**src/hdl/pdu_pkg.sv**
```systemverilog
// pdu_pkg: types, register codes, reset values and Q16.16 arithmetic helpers
// for the particle dimension update unit
// no dependencies
package pdu_pkg;

  localparam int VALUE_WIDTH = 32;
  localparam int CFG_WIDTH = 31;
  localparam int CFG_INDEX_WIDTH = 3;

  localparam logic signed [VALUE_WIDTH-1:0] VMAX = {1'b0, {(VALUE_WIDTH-1){1'b1}}};
  localparam logic signed [VALUE_WIDTH-1:0] VMIN = {1'b1, {(VALUE_WIDTH-1){1'b0}}};
  localparam logic signed [VALUE_WIDTH-1:0] TWO_PI_Q = 32'sd411775;
  localparam logic signed [VALUE_WIDTH-1:0] NEG_TWO_PI_Q = -32'sd411775;

  // product magnitude at which any nonzero random already saturates
  localparam logic [47:0] COEF_CLAMP = 48'h8000_0000_0000;

  localparam logic        MODE_RESET           = 1'b0;
  localparam logic [30:0] CONSTRICTION_RESET   = 31'd47829;
  localparam logic [30:0] INERTIA_WEIGHT_RESET = 31'd45875;
  localparam logic [30:0] COEF_PERSONAL_RESET  = 31'd183501;
  localparam logic [30:0] COEF_GLOBAL_RESET    = 31'd85197;
  localparam logic [30:0] COEF_TOTAL_RESET     = 31'd196608;
  localparam logic [30:0] RANK_SCALE_RESET     = 31'd234;
  localparam logic [10:0] PARTICLE_COUNT_RESET = 11'd30;

  typedef enum logic [CFG_INDEX_WIDTH-1:0] {
    REG_MODE           = 3'd0,
    REG_CONSTRICTION   = 3'd1,
    REG_INERTIA_WEIGHT = 3'd2,
    REG_COEF_PERSONAL  = 3'd3,
    REG_COEF_GLOBAL    = 3'd4,
    REG_COEF_TOTAL     = 3'd5,
    REG_RANK_SCALE     = 3'd6,
    REG_PARTICLE_COUNT = 3'd7
  } cfg_reg_e;

  typedef enum logic {
    MODE_CONSTRICTION = 1'b0,
    MODE_RANK_INERTIA = 1'b1
  } update_mode_e;

  typedef struct packed {
    update_mode_e mode;
    logic [30:0]  constriction;
    logic [30:0]  inertia_weight;
    logic [30:0]  coef_personal;
    logic [30:0]  coef_global;
    logic [30:0]  coef_total;
    logic [30:0]  rank_scale;
    logic [10:0]  particle_count;
  } cfg_t;

  typedef struct packed {
    logic signed [VALUE_WIDTH-1:0] position;
    logic signed [VALUE_WIDTH-1:0] velocity;
    logic signed [VALUE_WIDTH-1:0] personal_best;
    logic signed [VALUE_WIDTH-1:0] global_best;
    logic [15:0]                   rand_personal;
    logic [15:0]                   rand_global;
    logic                          is_angle;
    logic [30:0]                   velocity_limit;
    logic [9:0]                    particle_rank;
  } in_item_t;

  typedef struct packed {
    logic signed [VALUE_WIDTH-1:0] new_velocity;
    logic signed [VALUE_WIDTH-1:0] new_position;
  } out_item_t;

  function automatic logic signed [VALUE_WIDTH-1:0] sat_add(
    input logic signed [VALUE_WIDTH-1:0] a,
    input logic signed [VALUE_WIDTH-1:0] b
  );
    logic signed [VALUE_WIDTH:0] s;
    s = {a[VALUE_WIDTH-1], a} + {b[VALUE_WIDTH-1], b};
    if (s[VALUE_WIDTH] != s[VALUE_WIDTH-1]) begin
      return s[VALUE_WIDTH] ? VMIN : VMAX;
    end
    return s[VALUE_WIDTH-1:0];
  endfunction

  function automatic logic signed [VALUE_WIDTH-1:0] sat_neg(
    input logic signed [VALUE_WIDTH-1:0] a
  );
    return (a == VMIN) ? VMAX : -a;
  endfunction

  function automatic logic [VALUE_WIDTH-1:0] magnitude(
    input logic signed [VALUE_WIDTH-1:0] a
  );
    return a[VALUE_WIDTH-1] ? ({VALUE_WIDTH{1'b0}} - $unsigned(a)) : $unsigned(a);
  endfunction

  // round half away from zero on the magnitude, saturate, apply sign
  function automatic logic signed [VALUE_WIDTH-1:0] round_sat(
    input logic [63:0] p,
    input logic        neg
  );
    logic [64:0] s;
    logic [48:0] r;
    logic [48:0] lim;
    logic [VALUE_WIDTH-1:0] rv;
    s   = {1'b0, p} + 65'h8000;
    r   = s[64:16];
    lim = neg ? 49'h0_8000_0000 : 49'h0_7FFF_FFFF;
    if (r > lim) begin
      r = lim;
    end
    rv = r[VALUE_WIDTH-1:0];
    return neg ? $signed({VALUE_WIDTH{1'b0}} - rv) : $signed(rv);
  endfunction

  function automatic logic signed [VALUE_WIDTH-1:0] qmul(
    input logic signed [VALUE_WIDTH-1:0] a,
    input logic signed [VALUE_WIDTH-1:0] b
  );
    logic [63:0] p;
    p = {32'd0, magnitude(a)} * {32'd0, magnitude(b)};
    return round_sat(p, a[VALUE_WIDTH-1] ^ b[VALUE_WIDTH-1]);
  endfunction

  function automatic logic signed [VALUE_WIDTH-1:0] pull_diff(
    input logic signed [VALUE_WIDTH-1:0] best,
    input logic signed [VALUE_WIDTH-1:0] pos,
    input logic                          angle
  );
    logic signed [VALUE_WIDTH-1:0] d1;
    logic signed [VALUE_WIDTH-1:0] d2;
    d1 = sat_add(best, sat_neg(pos));
    d2 = (d1 > 0) ? sat_add(d1, NEG_TWO_PI_Q) : sat_add(d1, TWO_PI_Q);
    if (!angle) begin
      return d1;
    end
    return (magnitude(d1) < magnitude(d2)) ? d1 : d2;
  endfunction

  function automatic logic [47:0] clamp_coef(input logic [55:0] m);
    return (m > {8'd0, COEF_CLAMP}) ? COEF_CLAMP : m[47:0];
  endfunction

endpackage

```
**src/hdl/pdu_cfg_regs.sv**
```systemverilog
// pdu_cfg_regs: configuration register file of the particle dimension update unit
// depends on pdu_pkg
module pdu_cfg_regs (
  input  logic                                  clk,
  input  logic                                  rst,
  input  logic                                  cfg_write,
  input  logic [pdu_pkg::CFG_INDEX_WIDTH-1:0]   cfg_index,
  input  logic [pdu_pkg::CFG_WIDTH-1:0]         cfg_data,
  output pdu_pkg::cfg_t                         cfg
);

  always_ff @(posedge clk) begin
    if (rst) begin
      cfg.mode           <= pdu_pkg::update_mode_e'(pdu_pkg::MODE_RESET);
      cfg.constriction   <= pdu_pkg::CONSTRICTION_RESET;
      cfg.inertia_weight <= pdu_pkg::INERTIA_WEIGHT_RESET;
      cfg.coef_personal  <= pdu_pkg::COEF_PERSONAL_RESET;
      cfg.coef_global    <= pdu_pkg::COEF_GLOBAL_RESET;
      cfg.coef_total     <= pdu_pkg::COEF_TOTAL_RESET;
      cfg.rank_scale     <= pdu_pkg::RANK_SCALE_RESET;
      cfg.particle_count <= pdu_pkg::PARTICLE_COUNT_RESET;
    end else if (cfg_write) begin
      unique case (pdu_pkg::cfg_reg_e'(cfg_index))
        pdu_pkg::REG_MODE:           cfg.mode <= pdu_pkg::update_mode_e'(cfg_data[0]);
        pdu_pkg::REG_CONSTRICTION:   cfg.constriction <= cfg_data;
        pdu_pkg::REG_INERTIA_WEIGHT: cfg.inertia_weight <= cfg_data;
        pdu_pkg::REG_COEF_PERSONAL:  cfg.coef_personal <= cfg_data;
        pdu_pkg::REG_COEF_GLOBAL:    cfg.coef_global <= cfg_data;
        pdu_pkg::REG_COEF_TOTAL:     cfg.coef_total <= cfg_data;
        pdu_pkg::REG_RANK_SCALE:     cfg.rank_scale <= cfg_data;
        pdu_pkg::REG_PARTICLE_COUNT: cfg.particle_count <= cfg_data[10:0];
      endcase
    end
  end

endmodule

```
**config.mk**
```make
export PLATFORM = sky130hd
export DESIGN_NAME = pdu_cfg_regs
export DESIGN_NICKNAME = d
export VERILOG_FILES = /design/src/hdl/pdu_pkg.sv /design/src/hdl/pdu_cfg_regs.sv
export SDC_FILE = /design/constraint.sdc
export NUM_CORES = 1
export LEC_CHECK = 0
export ABC_CLOCK_PERIOD_IN_PS = 3000
export BUFFER_PORTS_ARGS = -buffer_cell sky130_fd_sc_hd__buf_4
export CORE_MARGIN = 2
export CORE_UTILIZATION = 55
export CTS_CLUSTER_SIZE = 40
export DETAILED_ROUTE_END_ITERATION = 16
export PLACE_DENSITY_LB_ADDON = 0.1
export SETUP_SLACK_MARGIN = 0.2
export SKIP_CTS_REPAIR_TIMING = 1
export SLEW_MARGIN = 20
export SYNTH_ARGS = -nofsm -noshare
export SYNTH_HDL_FRONTEND = slang
export SYNTH_SLANG_ARGS = --single-unit
export TNS_END_PERCENT = 10
```
**constraint.sdc**
```tcl
create_clock -name clk -period 3 [get_ports clk]
set_input_delay 0.15 -clock clk [delete_from_list [all_inputs] [get_ports clk]]
set_output_delay 0.15 -clock clk [all_outputs]
set_load 0.05 [all_outputs]
```
Word level (Yosys, flattened, before mapping)
Index checks and enable logic that the tools add are counted.
- reductions and logical operators: 9
- equal/unequal tests: 7
- operators with widths (kind ; count):
    AND reduction 2 bit ; 8
    equality test 3 bit, second input constant ; 4
    equality test 3 x 2 -> 1 bit, second input constant ; 2
    equality test 3 x 1 -> 1 bit, second input constant ; 1
    zero test 3 bit ; 1
- register bits after elaboration: 198
- logic and storage cells: 24
- output and inout bits: 198

Depth between registers and ports, before layout
Gate-level depths: netlist (run 1).
- depth after elaboration: 2
- mapped depth: 5
- mapped depth without buffers: 2

Worst setup path after synthesis (run 1)
Ideal clock, no wire load.
- path kind: input-to-reg
- start: input cfg_index[0] in the netlist's numbering
- end: register cfg[153] in the netlist's numbering
- stages: 5
- slack: 1941 ps
- required time: 2928 ps
- data arrival time: 987 ps
- cell sequence: buf_4 -> and4bb_1 -> buf_6 -> buf_12 -> mux2i_1
- longest elaborated chain between the ends: 2
- ends and longest elaborated chain (what ; line ; RTL):
    start: declaration ; pdu_cfg_regs.sv:7 ; input logic [pdu_pkg::CFG_INDEX_WIDTH-1:0] cfg_index,
    equality test 3 x 2 -> 1 bit ; pdu_cfg_regs.sv:23 ; unique case (pdu_pkg::cfg_reg_e'(cfg_index))
    AND reduction 2 bit (no line) ; n/a ;
    end: declaration ; pdu_cfg_regs.sv:9 ; output pdu_pkg::cfg_t cfg
Every way passes these cells.
A chain may end at the register's enable or synchronous reset.

Worst setup path after layout (run 1)
- start: input cfg_index[1] in the netlist's numbering
- end: register cfg[45] in the netlist's numbering
- longest elaborated chain between the ends: 2
- ends and longest elaborated chain (what ; line):
    equality test 3 bit ; pdu_cfg_regs.sv:23
    AND reduction 2 bit (no line) ; n/a
Every way passes these cells.

==> results of run 1 <==
## kinds of logic (layout without fill, tap and decap cells)
group | count (synthesis) | after routing | share of synthesized area
buf+inv | 53 | 268 | 0.0449
flops | 198 | 198 | 0.506
mux | 198 | 198 | 0.253
simple gates | 258 | 258 | 0.196
## worst max-delay path: stages
cell      delay [ns]
buf_4           0.16
nand4b_4        0.79
mux2i_1         0.44
## through the flow
step | cells | utilization | area (um2)
3_3_place_gp | 1071 | 0.687 | 9530
5_1_grt | 1102 | 0.732 | 10200
4_1_cts | 1102 | 0.732 | 10200
6_report | 1102 | 0.732 | 10200
2_1_floorplan | 707 | - | 7840
3_5_place_dp | 1071 | 0.687 | 9530
## where the power goes
group / internal (mW) / total, mW / switching (mW)
Clock: 1.47 / 2.42 / 0.947
Sequential: 2.69 / 2.72 / 0.0353
Combinational: 0.216 / 0.614 / 0.397
Total: 4.38 / 5.76 / 1.38
## worst min-delay path by stage
| stage | cells past startpoint | to | startpoint | slack [ns] |
|---|---|---|---|---|
| 2_1_floorplan | 2 | cfg[143] | cfg_data[8] | 0.32 |
| 3_3_place_gp | 3 | cfg[143] | cfg_data[8] | 0.42 |
| 3_5_place_dp | 3 | cfg[16] | cfg_data[5] | 0.44 |
| 4_1_cts | 3 | cfg[143] | cfg_data[8] | -0.009 |
| 5_1_grt | 3 | cfg[87] | cfg_data[14] | 0.01 |
| 6_report | 3 | cfg[143] | cfg_data[8] | -0.001 |
## layer usage
metal | GRT usage | vias up
met1 | 0.317 | 2777
li1 | - | 2741
met2 | 0.440 | 168
met4 | 0.0859 | 0
met5 | 0 | -
met3 | 0.0863 | 27
## layout make-up
class	instances	area [um2]
Clock inverter	9	148
Clock buffer	22	484
Multi-Input combinational cell	456	3540
Tap cell	180	225
Sequential cell	198	3960
Fill cell	1023	3720
Timing Repair Buffer	237	1800
## cell usage after synthesis (all sizes together)
master   number  area [um2]
dfxtp       198        3960
mux2i       198        1980
nand2b      180        1130
nor2         67         251
buf          33         277
clkbuf       20        75.1
nand4b        3        71.3
nand4bb       3        38.8
and4bb        2        25.0
and4b         1        11.3
nand4         1        6.26
nor4b         1        8.76
==> flow_summary.yaml, run 1 <==
worst_setup_path:
  critPathLaunch: "cfg_index[1]"
  cp-end-kind: "register"
  endpoint: "cfg[45]"
  path_class: "in2reg"
  reg2reg_slack_ns: 2.27
  cp.arrival_ns: 1.55
  startpoint_type: "input pin"
  crit_required_ns: 3.33
  cp_max_fo: 31
  ff2ff_path_depth: 2
  r2r_end: "cfg[45]"
  worstReg2RegStart: "cfg[45]"
layout:
  nets: 947
  antenna_cells: 0
  drive_gt1_frac: 0.297
  synthToLayoutAreaGrowth_pct: 29.7
  final_common_cell: "buf_4"
  layout_common_cells: "buf_4, mux2i_1, dfxtp_1, nand2b_1, nor2_1"
  regMostFlops: "cfg"
  largest_reg_flops: 198
  reg.largest.list: "cfg: 198 flops"
die:
  die_h_um: 123
  dieWidth_um: 123
  rows: 43
  core_area_um2: 13900
  ios: 235
  die_area_um2: 15200
  start_util: 0.565
synthesis:
  yosys_warnings: 0
  ys_ff_latch: 198
  ys_seq_area_frac: 0.506
  postSynthCellCount: 707
  yosysUniqueCellTypes: 16
  avgSynthCellArea_um2: 11.1
  syn_area_um2: 7840
  syn_nets: 744
global_route:
  gr-total-overflow: 0
  grt_pass1_wl_mm: 30.2
  antenna_found_initial: 0
  grt_max_degree: 128
  grt_pass1_vias: 5640
  grtUsageTotal: 0.262
clock_network:
  cts_max_level: 4
  max-clock-path-buffers: 2
  cts_tree: "done"
  cts_num_sinks: 198
  cts_buffers: 17
  clk_latency_ns: 0.43
  clk_pin_slew_ns: 0.06
  root_buffer: "clkbuf_16"
timing:
  hold_violations: 1
  setup_viol: 0
  clock_skew_ns: 0
  whs_ns: -0.00131
  fin_ws_ns: 1.78
  relSlewSlack: 0.371
  fmax_mhz: 820
  post-route-period-util: 0.406
  worst_pin_slew_ns: 0.938
  drv_slew: 0
  grt_setup_unrepaired: "false"
  setup_tns_ns: 0
  post-route-min-period_ns: 1.22
routing:
  drt_first_pass_iters: 5
  wl_per_cell_um: 18.0
  routed_wl_mm: 19.9
  wl_met2_mm: 9.69
  vias_per_cell: 5.18
  dr_wl_met3_mm: 1.48
  top_layer: "met4"
  remaining_drc_errors: 0
  drtAntennaViolNets: 0
  drt_iter0_markers: 349
  vias: 5713
  routedLengthMet1_mm: 8.35
placement:
  place_congestion: 0.776
  dp_worst_setup_slack_ns: 1.35
  port_buffers: 234
  dpl.hpwl_mm: 13.6
flow_run:
  max-cap-violations: 0
pwr:
  ir_drop_mv: 0.331
  cellLeakagePower_nw: 5.09
  fin_total_pwr_mw: 5.76
  pwr_density_cell_nw_per_um2: 567
run_status:
  violations: "hold timing"
  status: "finished, violations left"
hold_path:
  hp-class: "in2reg"
Power figures use the tool's default switching activity.
==> run 2, diff against run 1 <==
--- a/config.mk
+++ b/config.mk
@@ -5,10 +5,11 @@
 export SDC_FILE = /design/constraint.sdc
 export NUM_CORES = 1
 export LEC_CHECK = 0
-export ABC_CLOCK_PERIOD_IN_PS = 3000
+export ABC_AREA = 1
+export ABC_CLOCK_PERIOD_IN_PS = 1200
 export BUFFER_PORTS_ARGS = -buffer_cell sky130_fd_sc_hd__buf_4
 export CORE_MARGIN = 2
-export CORE_UTILIZATION = 55
+export CORE_UTILIZATION = 51
 export CTS_CLUSTER_SIZE = 40
 export DETAILED_ROUTE_END_ITERATION = 16
 export PLACE_DENSITY_LB_ADDON = 0.1
==> constraint.sdc (replaced) <==
create_clock -name clk -period 1.2 [get_ports clk]
set_input_delay 0.06 -clock clk [delete_from_list [all_inputs] [get_ports clk]]
set_output_delay 0.06 -clock clk [all_outputs]
set_load 0.05 [all_outputs]
==> flow_summary.yaml, run 2 <==
run_status:
  status: "finished, violations left"
  violations: "hold timing"
global_route:
  grt_max_degree: 57
  grt_pass1_wl_mm: 36.3
  grt_pass1_vias: 6776
  grtUsageTotal: 0.293
  gr-total-overflow: 0
  antenna_found_initial: 0
routing:
  drt_first_pass_iters: 5
  routed_wl_mm: 25.7
  wl_per_cell_um: 17.1
  remaining_drc_errors: 0
  drt_iter0_markers: 798
  vias: 7943
  drtAntennaViolNets: 0
  vias_per_cell: 5.28
timing:
  post-route-min-period_ns: 1.05
  clock_skew_ns: 0
  drv_slew: 0
  fin_ws_ns: 0.151
  fmax_mhz: 953
  grt_setup_unrepaired: "true"
  worst_pin_slew_ns: 0.535
  hold_violations: 3
  whs_ns: -0.0171
  relSlewSlack: 0.643
  setup_tns_ns: 0
  setup_viol: 0
  post-route-period-util: 0.874
flow_run:
  max-cap-violations: 0
layout:
  reg.largest.list: "cfg: 198 flops"
  synthToLayoutAreaGrowth_pct: 52.2
  regMostFlops: "cfg"
  final_common_cell: "nor2_1"
  nets: 1344
  layout_common_cells: "nor2_1, nand2_1, nand3_1, buf_6, dfxtp_2"
  largest_reg_flops: 198
  drive_gt1_frac: 0.368
  fin_util: 0.793
synthesis:
  avgSynthCellArea_um2: 7.06
  syn_area_um2: 7570
  async_flop_share: 0
  netlist_top_cells_count: "nor2_1, nand2_1, dfxtp_1"
  synth_edf_count: 0
  yosysUniqueCellTypes: 14
  synth_top_area_frac: 0.524
  ys.flop_type: "dfxtp_1"
  ys_seq_area_frac: 0.524
  netlist_top_cells_area: "dfxtp_1, nor2_1, nand2_1"
  synthMostInstantiatedCell: "nor2_1"
  ys_ff_latch: 198
  syn_nets: 1109
  postSynthCellCount: 1072
  synth.largest_area_cell: "dfxtp_1"
  yosys_warnings: 0
clock_network:
  cts_tree: "done"
  cts_buffers: 17
  max-clock-path-buffers: 2
  cts_num_sinks: 198
  cts_max_level: 4
  root_buffer: "clkbuf_16"
  clk_pin_slew_ns: 0.07
  clk_latency_ns: 0.45
worst_setup_path:
  crit_required_ns: 1.14
  slowest_stage: "dfxtp_1"
  cp.arrival_ns: 0.99
  ff2ff_path_depth: 3
  critPathLaunch: "cfg[64]"
  startpoint_type: "register"
  cp-end-kind: "output pin"
  r2r_end: "cfg[34]"
  slowest_delay_ns: 0.37
  cp_top_family: "flip-flops"
  path_class: "reg2out"
  crit_cells: 1
  reg2reg_slack_ns: 0.41
  worstReg2RegStart: "cfg[34]"
  cp_max_fo: 2
  endpoint: "cfg[64]"
  path_cells: "buf_6"
  cp.buffers_inverters: 1
hold_path:
  hp-class: "in2reg"
pwr:
  fin_total_pwr_mw: 15.7
  ir_drop_mv: 1.02
  pwr_density_cell_nw_per_um2: 1360
  cellLeakagePower_nw: 5.28
placement:
  port_buffers: 234
  dpl.hpwl_mm: 16.4
  dp_worst_setup_slack_ns: 0.103
  place_congestion: 0.829
die:
  die_h_um: 126
  rows: 44
  ios: 235
  start_util: 0.521
  die_area_um2: 15800
  dieWidth_um: 126
  core_area_um2: 14500
[run 2: changes by cell type after synthesis, moves of 7 or more]
cell / before / now
mux2i_1: 198 / 0
inv_1: 0 / 35
buf_1: 0 / 12
nand2_1: 0 / 263
buf_4: 9 / 2
buf_2: 14 / 39
buf_6: 7 / 0
nand2b_1: 180 / 0
nand3_1: 0 / 191
nor2_1: 67 / 302
[run 2: area by class of cell]
cell class                      count  area [um2]
Clock buffer                       19         453
Sequential cell                   198        4190
Fill cell                        1022        3020
Antenna cell                        1        2.50
Timing Repair Buffer              285        3150
Clock inverter                     13         169
Inverter                           39         151
Multi-Input combinational cell    766        3170
Tap cell                          184         230
[run 2: power by group]
group / internal [mW] / switching [mW]
Combinational: 0.915 / 1.75
Clock: 3.41 / 2.61
Sequential: 6.83 / 0.187
Total: 11.2 / 4.54
[run 2: cell families (layout without fill, tap and decap cells)]
family	after synthesis	in the layout	synth area share
flops	198	198	0.524
compound gates	1	1	0.000661
simple gates	765	765	0.415
other cells	0	1	0
buf+inv	108	356	0.0610
[run 2: routing by layer]
layer  vias up  part of all wire  GRT usage
met3        48              0.10     0.0981
met5         -                 0          0
met1      3693              0.39      0.373
met2       393              0.49      0.482
met4         0             0.022     0.0769
li1       3809                 -          -
[run 2: worst min path at each step]
stage	start	end	slack, ns	depth (start not counted)
CTS	cfg_data[8]	cfg[143]	-0.18	3
global placement	cfg_data[8]	cfg[143]	0.27	3
global route	rst	cfg[58]	-0.01	3
detailed placement	cfg_data[8]	cfg[143]	0.28	3
finish	rst	cfg[58]	-0.02	3
floorplan	cfg_data[0]	cfg[135]	0.17	2
[run 2: per-stage QoR]
| step | std cells | cell area (um2) |
|---|---|---|
| floorplan | 1072 | 7570 |
| global placement | 1453 | 9680 |
| detailed placement | 1453 | 9680 |
| CTS | 1485 | 10300 |
| global route | 1504 | 11500 |
| finish | 1505 | 11500 |
==> run 3, diff against run 2 <==
--- a/config.mk
+++ b/config.mk
@@ -5,7 +5,7 @@
 export SDC_FILE = /design/constraint.sdc
 export NUM_CORES = 1
 export LEC_CHECK = 0
-export ABC_AREA = 1
+export ABC_AREA = 0
 export ABC_CLOCK_PERIOD_IN_PS = 1200
 export BUFFER_PORTS_ARGS = -buffer_cell sky130_fd_sc_hd__buf_4
 export CORE_MARGIN = 2
==> flow_summary.yaml, run 3 (same netlist as run 1, synthesis figures left out) <==
die:
  die_h_um: 128
  start_util: 0.519
  dieWidth_um: 128
  core_area_um2: 15100
  ios: 235
  die_area_um2: 16400
  rows: 45
layout:
  final_common_cell: "mux2i_1"
  regMostFlops: "cfg"
  largest_reg_flops: 198
  nets: 998
  drive_gt1_frac: 0.489
  layout_common_cells: "mux2i_1, nand2b_1, buf_6, dfxtp_2, nor2_1"
  reg.largest.list: "cfg: 198 flops"
  fin_util: 0.771
  synthToLayoutAreaGrowth_pct: 48.5
  antenna_cells: 0
  fin_cells: 1158
clock_network:
  max-clock-path-buffers: 2
  clk_pin_slew_ns: 0.07
  cts_tree: "done"
  clk_latency_ns: 0.43
  cts_max_level: 4
  cts_buffers: 17
  root_buffer: "clkbuf_16"
  cts_num_sinks: 198
timing:
  hold_violations: 0
  clock_skew_ns: 0
  setup_viol: 0
  grt_setup_unrepaired: "true"
  fmax_mhz: 960
  drv_slew: 0
  worst_pin_slew_ns: 0.351
  post-route-min-period_ns: 1.04
  setup_tns_ns: 0
  whs_ns: 0.00413
  relSlewSlack: 0.766
  post-route-period-util: 0.868
worst_setup_path:
  cp_top_family: "flip-flops"
  cp.arrival_ns: 0.98
  r2r_end: "cfg[124]"
  cp_max_fo: 2
  slowest_stage: "dfxtp_1"
  slowest_delay_ns: 0.38
  ff2ff_path_depth: 3
  cp-end-kind: "output pin"
  crit_required_ns: 1.14
  reg2reg_slack_ns: 0.48
  path_cells: "buf_6"
  worstReg2RegStart: "cfg[124]"
  startpoint_type: "register"
  cp.buffers_inverters: 1
  path_class: "reg2out"
placement:
  dpl.cell_count: 1107
  dpl.hpwl_mm: 14.5
  place_congestion: 0.779
  port_buffers: 234
pwr:
  pwr-share-comb: 0.126
  pwr_density_cell_nw_per_um2: 1200
  p_sw_mw: 3.46
  clockPowerShare: 0.383
  cellLeakagePower_nw: 5.57
  p_int_mw: 10.5
  fin_total_pwr_mw: 14.0
  power_frac_seq: 0.491
  ir_drop_mv: 0.958
  swShare: 0.248
hold_path:
  hold_end: "cfg[144]"
  min-delay-start: "rst"
  hp-class: "in2reg"
  hold_depth: 3
routing:
  wl_per_cell_um: 18.5
  vias: 5891
  drt_first_pass_iters: 4
  routed_wl_mm: 21.4
  drt_iter0_markers: 211
  drtAntennaViolNets: 0
  remaining_drc_errors: 0
  vias_per_cell: 5.09
flow_run:
  max-cap-violations: 0
global_route:
  grt_pass1_vias: 5774
  antenna_found_initial: 0
  grtUsageTotal: 0.247
  grt_pass1_wl_mm: 31.3
  grt_max_degree: 58
  gr-total-overflow: 0
run_status:
  status: "finished clean"
-- run 3: per-layer routing --
layer / wire length [um] / GRT usage / vias up / part of all wire
li1: - / - / 2834 / -
met5: 0 / 0 / - / 0
met1: 9080 / 0.313 / 2856 / 0.42
met2: 10600 / 0.416 / 177 / 0.50
met4: 335 / 0.0724 / 0 / 0.016
met3: 1370 / 0.0664 / 24 / 0.064
-- run 3: stage by stage --
step           setup WS (ns)  instance area (um2)
2_1_floorplan          0.231                 7840
3_3_place_gp           0.169                 9850
3_5_place_dp           0.102                 9850
4_1_cts               0.0949                10400
5_1_grt                0.131                11600
6_report               0.159                11600
-- run 3: final cells by class --
| type | count | area (um2) |
|---|---|---|
| multi-input cells | 456 | 3540 |
| repair buffers | 288 | 3140 |
| clock buffers | 24 | 492 |
| flip-flops and latches | 198 | 4180 |
| clock inverters | 4 | 47.5 |
| well taps | 188 | 235 |
| fillers | 954 | 3460 |
-- run 3: how the worst max path moves through the flow --
stage                            start       end  cells past startpoint  slack, ns
after floorplan           cfg_index[0]  cfg[153]                      5       0.23
after global placement    cfg_index[2]  cfg[152]                      4       0.17
after detailed placement  cfg_index[2]  cfg[170]                      4       0.10
after CTS                     cfg[116]  cfg[116]                      1       0.09
after global routing           cfg[93]   cfg[93]                      1       0.13
final                          cfg[93]   cfg[93]                      1       0.16
-- run 3: power by group through the flow --
| stage | Combinational, mW | Sequential [mW] | Clock [mW] |
|---|---|---|---|
| 6_report | 1.76 | 6.86 | 5.35 |
| 5_1_grt | 1.84 | 6.87 | 5.70 |
| 4_1_cts | 1.61 | 6.81 | 5.43 |
| 3_5_place_dp | 1.60 | 6.95 | 0 |
| 3_3_place_gp | 1.58 | 6.94 | 0 |
| 2_1_floorplan | 0.571 | 7.44 | 0 |
